File: config.mk
export PLATFORM = sky130hd
export DESIGN_NAME = cti_divider
export DESIGN_NICKNAME = d
export VERILOG_FILES = /design/src/hdl/cti_pkg.sv /design/src/hdl/cti_divider.sv
export SDC_FILE = /design/constraint.sdc
export NUM_CORES = 1
export LEC_CHECK = 0
export ABC_AREA = 1
export BUFFER_PORTS_ARGS = -buffer_cell sky130_fd_sc_hd__buf_2
export CAP_MARGIN = 0
export CORE_ASPECT_RATIO = 0.5
export CORE_UTILIZATION = 25
export DETAILED_ROUTE_END_ITERATION = 7
export GPL_TIMING_DRIVEN = 0
export PLACE_DENSITY = 0.4
export SYNTH_ARGS = -nofsm -noshare
export SYNTH_HDL_FRONTEND = slang
export SYNTH_SLANG_ARGS = --single-unit
File: constraint.sdc
create_clock -name clk_i -period 5.4 [get_ports clk_i]
set_clock_uncertainty 0.1 [all_clocks]
set_input_delay 0.54 -clock clk_i [delete_from_list [all_inputs] [get_ports clk_i]]
set_output_delay 0.54 -clock clk_i [all_outputs]
set_load 0.01 [all_outputs]
File: src/hdl/cti_pkg.sv
// Shared constants and types of the tail interpolator.
`timescale 1ns / 1ps

package cti_pkg;

  // Table geometry.
  localparam int TABLE_DEPTH = 256;
  localparam int IDX_W       = $clog2(TABLE_DEPTH);

  // Field widths fixed by the interface.
  localparam int ENTRY_IDX_W = 8;
  localparam int SMP_W       = 16;
  localparam int CUM_W       = 17;
  localparam int CNT_W       = 9;

  // Q1.16 representation of one, and the reset entry count.
  localparam int PROB_ONE  = 65536;
  localparam int EIU_RESET = 256;
  localparam logic [CUM_W-1:0] CUM_ONE  = CUM_W'(PROB_ONE);
  localparam logic [CUM_W-1:0] CUM_ZERO = '0;

  // Interpolation datapath widths.
  localparam int PROD_W = CUM_W + SMP_W;
  localparam int DIV_W  = PROD_W + 1;
  localparam int QUO_W  = CUM_W;
  localparam int DCNT_W = $clog2(DIV_W);
  localparam int TAIL_W = CUM_W + 3;

  // Configuration port.
  localparam int APB_ADDR_W = 3;
  localparam int APB_DATA_W = 32;
  localparam logic [APB_ADDR_W-3:0] REG_ENTRIES_IN_USE = '0;

  // Item kinds.
  localparam logic ACT_LOAD  = 1'b0;
  localparam logic ACT_QUERY = 1'b1;

  // One table entry as held in the memory.
  typedef struct packed {
    logic [SMP_W-1:0] sample;
    logic [CUM_W-1:0] cumulative;
  } entry_t;

endpackage

File: src/hdl/cti_divider.sv
// Restoring divider that produces one quotient bit per cycle.
`timescale 1ns / 1ps

module cti_divider
  import cti_pkg::*;
(
  input  logic             clk_i,
  input  logic             rst_ni,
  input  logic             start_i,
  input  logic [DIV_W-1:0] dividend_i,
  input  logic [SMP_W-1:0] divisor_i,
  output logic             done_o,
  output logic [QUO_W-1:0] quotient_o
);

  logic [SMP_W-1:0]  rem_q, rem_d;
  logic [DIV_W-1:0]  quo_q, quo_d;
  logic [SMP_W-1:0]  dvs_q, dvs_d;
  logic [DCNT_W-1:0] cnt_q, cnt_d;
  logic              run_q, run_d;
  logic              done_q, done_d;
  logic [SMP_W:0]    partial;
  logic              fits;

  // One trial subtraction of the divisor from the shifted remainder.
  assign partial = {rem_q, quo_q[DIV_W-1]};
  assign fits    = partial >= {1'b0, dvs_q};

  always_comb begin
    rem_d  = rem_q;
    quo_d  = quo_q;
    dvs_d  = dvs_q;
    cnt_d  = cnt_q;
    run_d  = run_q;
    done_d = 1'b0;
    if (start_i) begin
      rem_d = '0;
      quo_d = dividend_i;
      dvs_d = divisor_i;
      cnt_d = '0;
      run_d = 1'b1;
    end else if (run_q) begin
      rem_d = fits ? SMP_W'(partial - {1'b0, dvs_q}) : partial[SMP_W-1:0];
      quo_d = {quo_q[DIV_W-2:0], fits};
      cnt_d = cnt_q + DCNT_W'(1);
      if (cnt_q == DCNT_W'(DIV_W - 1)) begin
        run_d  = 1'b0;
        done_d = 1'b1;
      end
    end
  end

  // Control state.
  always_ff @(posedge clk_i or negedge rst_ni) begin
    if (!rst_ni) begin
      run_q  <= 1'b0;
      done_q <= 1'b0;
      cnt_q  <= '0;
    end else begin
      run_q  <= run_d;
      done_q <= done_d;
      cnt_q  <= cnt_d;
    end
  end

  // Datapath registers.
  always_ff @(posedge clk_i) begin
    rem_q <= rem_d;
    quo_q <= quo_d;
    dvs_q <= dvs_d;
  end

  // The quotient never exceeds one in Q1.16, so its upper bits are zero.
  assign done_o     = done_q;
  assign quotient_o = quo_q[QUO_W-1:0];

endmodule

* Word level (Yosys, flattened, before mapping)
Index checks and enable logic that the tools add are counted.
Widths: inputs -> output; s select.
** Storage, ports and cells
- Output and inout bits :: 18
- Bits of input ports :: 53
- Register bits :: 74
- Word-level logic and storage cells :: 22
** Cells by class
- Muxes and demuxes :: 11
- Order comparisons :: 1
- Add/sub/neg operators :: 2
- Equal/unequal tests :: 1
- Reduce and logical (&&, ||, !) cells :: 1
** Operator list (count)
- $mux 34 :: 2
- $ge 17x16->1 :: 1
- $mux 16 :: 1
- $sub 16x16->16 :: 1
- $mux 6 :: 2
- $add 6x1->6 const B :: 1
- $eq 6x6->1 const B :: 1
- $mux 1 :: 6
- $reduce_bool 2->1 :: 1

* Depth between registers and ports, before layout
- Depth after elaboration :: 4
- Mapped depth :: 15
- Mapped depth without buffers :: 14

* Least setup slack after synthesis
Ideal clock, no wire load.
- Kind :: input-to-reg
- Start point :: input start_i
- End point :: register quo_q[0], enable pin
- Path slack :: 3218 ps
- Library setup time :: 390 ps
- Required time :: 4910 ps
- Arrival time :: 1692 ps
- Stages :: 3
- Path buffers :: 1
- Path through :: clkbuf_1 nor2_1 inv_1
** Between the ends
- Word-level cells in the longest chain between the ends :: 1
** RTL lines
- from (decl) :: RTL line cti_divider.sv:9 : input logic start_i,
- $reduce_bool 2->1 (no source line)
- to (signal assigned) :: RTL line cti_divider.sv:69 : quo_q <= quo_d;
- to (decl) :: RTL line cti_divider.sv:17 : logic [DIV_W-1:0] quo_q, quo_d;
No other way between the ends.
A chain may end at the register's enable or synchronous reset.

* Worst setup path in the final report
- Start point :: input start_i
- End point :: register quo_q[14], enable pin
The elaborated chain is that of the path after synthesis.

==> flow_summary.toml <==
[outcome]
status = "finished, final reports clean"

[timing]
clock.fmax_mhz = 385.1
worst_pin_slew_ns = 0.8116
min_period_over_period_pct = 48.09
maxSlewViolCount = 0
setup_violations = 0
finalHoldViolations = 0
rsz0062_at_grt = "no"
post-route-min-period_ns = 2.597
relSlewSlack_pct = 45.70
tns_ns = 0

[route]
routedLengthMet1_mm = 5.763
drc = 0
dr.pass1.iters = 4
wl_met3_um = 353
ant_nets = 0
route.vias.total = 3557
vias_per_cell = 4.141
wl_met2_mm = 4.918
routed.top_layer = "met4"
dr.first_iter.drc_count = 163
wl_per_cell_um = 12.96
routed_wl_mm = 11.13

[logic_synthesis]
yosysWarnings = 0
ys_types = 34
synth-edff-count = 50
ys_seq_area_share_pct = 46.65
syn_area_per_cell_um2 = 7.967
ys_ff_latch = 74
syn_area_um2 = 4334
ys.flop_type = "edfxtp_1"
synthCells = 544
async_reset_ff_share_pct = 10.81
synth_fp_nets = 616

[critical_path]
rr_endpoint = "rem_q[9]"
ff2ff_path_depth = 11
cpLargestDelayFamily = "buffers and inverters"
crit_path_end_kind = "flop"
r2r_slack_ns = 3.24
critical_path_required_ns = 5.28
crit_fanout = 36
rr_startpoint = "dvs_q[14]"
cpMaxStageDelayCell = "inv_2"
cp.buffers_inverters = 3
critical_path.startpoint = "start_i"
crit_chain = "buf_2, clkbuf_1, nor2_1, inv_2"
crit_cells = 4
arrival_ns = 2.47
startpoint_type = "primary input"
critPathMaxStageDelay_ns = 0.68
critPathKind = "in2reg"

[global_routing]
grt_pass1_wl_mm = 18.20
grt_max_degree = 37
globalRouteOverflowTotal = 0
grt_pass1_vias = 3470
grtUsageTotal_pct = 13.29
antenna_found_initial = 1

[clocking]
cts-root-buf = "clkbuf_16"
cts_tree = "done"
clkLatencyLatePin_ns = 0.34
clkTransAtPathRegs_ns = 0.07
ctsHtreeMaxLevel = 3
tritoncts_num_sinks = 74
cts_inserted_buffers = 9
clockBufferDepth = 2
post_cts_buffers = 0

[finish]
mostFrequentLayoutCell = "nand2_1"
fin_cells = 859
multiInputGateArea_um2 = 1837
most-common-layout-cells = "nand2_1 (239), buf_2 (72), inv_1 (64)"
drive_gt1_share_pct = 20.29
final_util_pct = 31.62
area_delta_synth_final_pct = 21.39
layout.nets = 698
regArea_um2 = 2022
fillers = 1785

[power]
irDropWorstVdd_mv = 0.1564
netSwitchingFraction_pct = 37.67
pwr-share-clk_pct = 26.4
seqPwrFrac_pct = 35.0
p_int_mw = 1.357
combinationalPowerShare_pct = 38.6
leakage_nw = 2.727
p_sw_mw = 0.8199
power-per-cell-area_nw_per_um2 = 413.7

[hold_path]
min_path_type = "in2reg"
hold_start = "divisor_i[4]"
min_to = "dvs_q[4]"
hold_path_depth = 1

[floorplan]
start_util_pct = 26.05
die_y_um = 95.11
io_pins = 71
dieArea_um2 = 17900
die_x_um = 188.2
coreArea_um2 = 16640
rows = 33

[place]
placedCellCount = 841
dpl.hpwl_mm = 8.063
io_buffer_count = 70
globalplace.congestion = 0.8096

[job]
max_cap_viol_count = 0
[layer usage]
metal	global-route usage, %	vias to the layer above
met5	0	-
met4	3.659	0
met3	3.092	8
met2	20.91	53
met1	18.27	1628
li1	-	1868
[state kept, by name, indices dropped and copies added (netlist names)]
register  count
done_o        1
rem_q        16
cnt_q         6
dvs_q        16
run_q         1
quo_q        34
[stage by stage]
step	area, um^2	hold WS [ns]	total power [mW]	worst slack, ns
floorplan	4334	0.1444	1.394	3.218
global placement	4969	0.3066	1.617	1.835
detailed placement	4969	0.3136	1.614	2.299
CTS	5259	0.2575	2.211	2.685
global route	5259	0.2598	2.352	2.553
finish	5261	0.2702	2.176	2.803
[how the worst max path moves through the flow]
stage / endpoint / slack [ns]
2_1_floorplan: quo_q[0] / 3.22
3_3_place_gp: quo_q[17] / 1.84
3_5_place_dp: quo_q[17] / 2.30
4_1_cts: quo_q[32] / 2.69
5_1_grt: quo_q[3] / 2.55
6_report: quo_q[14] / 2.80
[power groups by stage]
stage	clock, mW	sequential, mW	combinational, mW
floorplan	0	0.753	0.642
global placement	0	0.770	0.848
detailed placement	0	0.771	0.843
CTS	0.601	0.761	0.848
global route	0.617	0.774	0.961
finish	0.576	0.761	0.839
[final cells by class]
cell class                 instances  area share [%]
timing repair buffer              71           6.849
inverter                          70           4.994
antenna                            1         0.04756
tap                              227           5.398
buffer                            31           4.043
clock inverter                     6          0.9750
multi-input combinational        369           34.91
sequential                        74           38.43
clock buffer                      10           4.352
[logic make-up after synthesis]
logic type,synth area share (%)
and+or+nand+nor,32.65
buffers and inverters,10.97
DFF,46.65
AOI/OAI and AO/OA,2.858
adders and majority gates,5.658
xor gates and xnor gates,1.212
[timing repair]
| item | 4_1_cts | 5_1_grt |
|---|---|---|
| gates resized for setup | 0 | 0 |
| endpoints found under the hold margin | 8 | 0 |
| endpoints found under the setup margin | 0 | 0 |
| hold buffers | 1 | 0 |
[synth_stat cells (3+ instances only)]
master	instances	share of area, %
dfrtp_1	8	4.6
inv_2	5	0.43
nand2_1	239	21
nor2_1	14	1.2
edfxtp_1	50	35
nand3b_1	17	2.9
nand4_1	5	0.72
buf_4	17	2.9
inv_1	65	5.6
ha_1	18	5.2
nand2_2	4	0.58
a21oi_1	13	1.5
clkbuf_1	7	0.61
xnor2_1	5	1.0
nand3_1	27	3.1
o21ai_0	3	0.35
nor3_1	8	0.92
dfxtp_1	16	7.4
buf_6	4	1.0
Note: power is estimated with default switching activity, not from simulation.
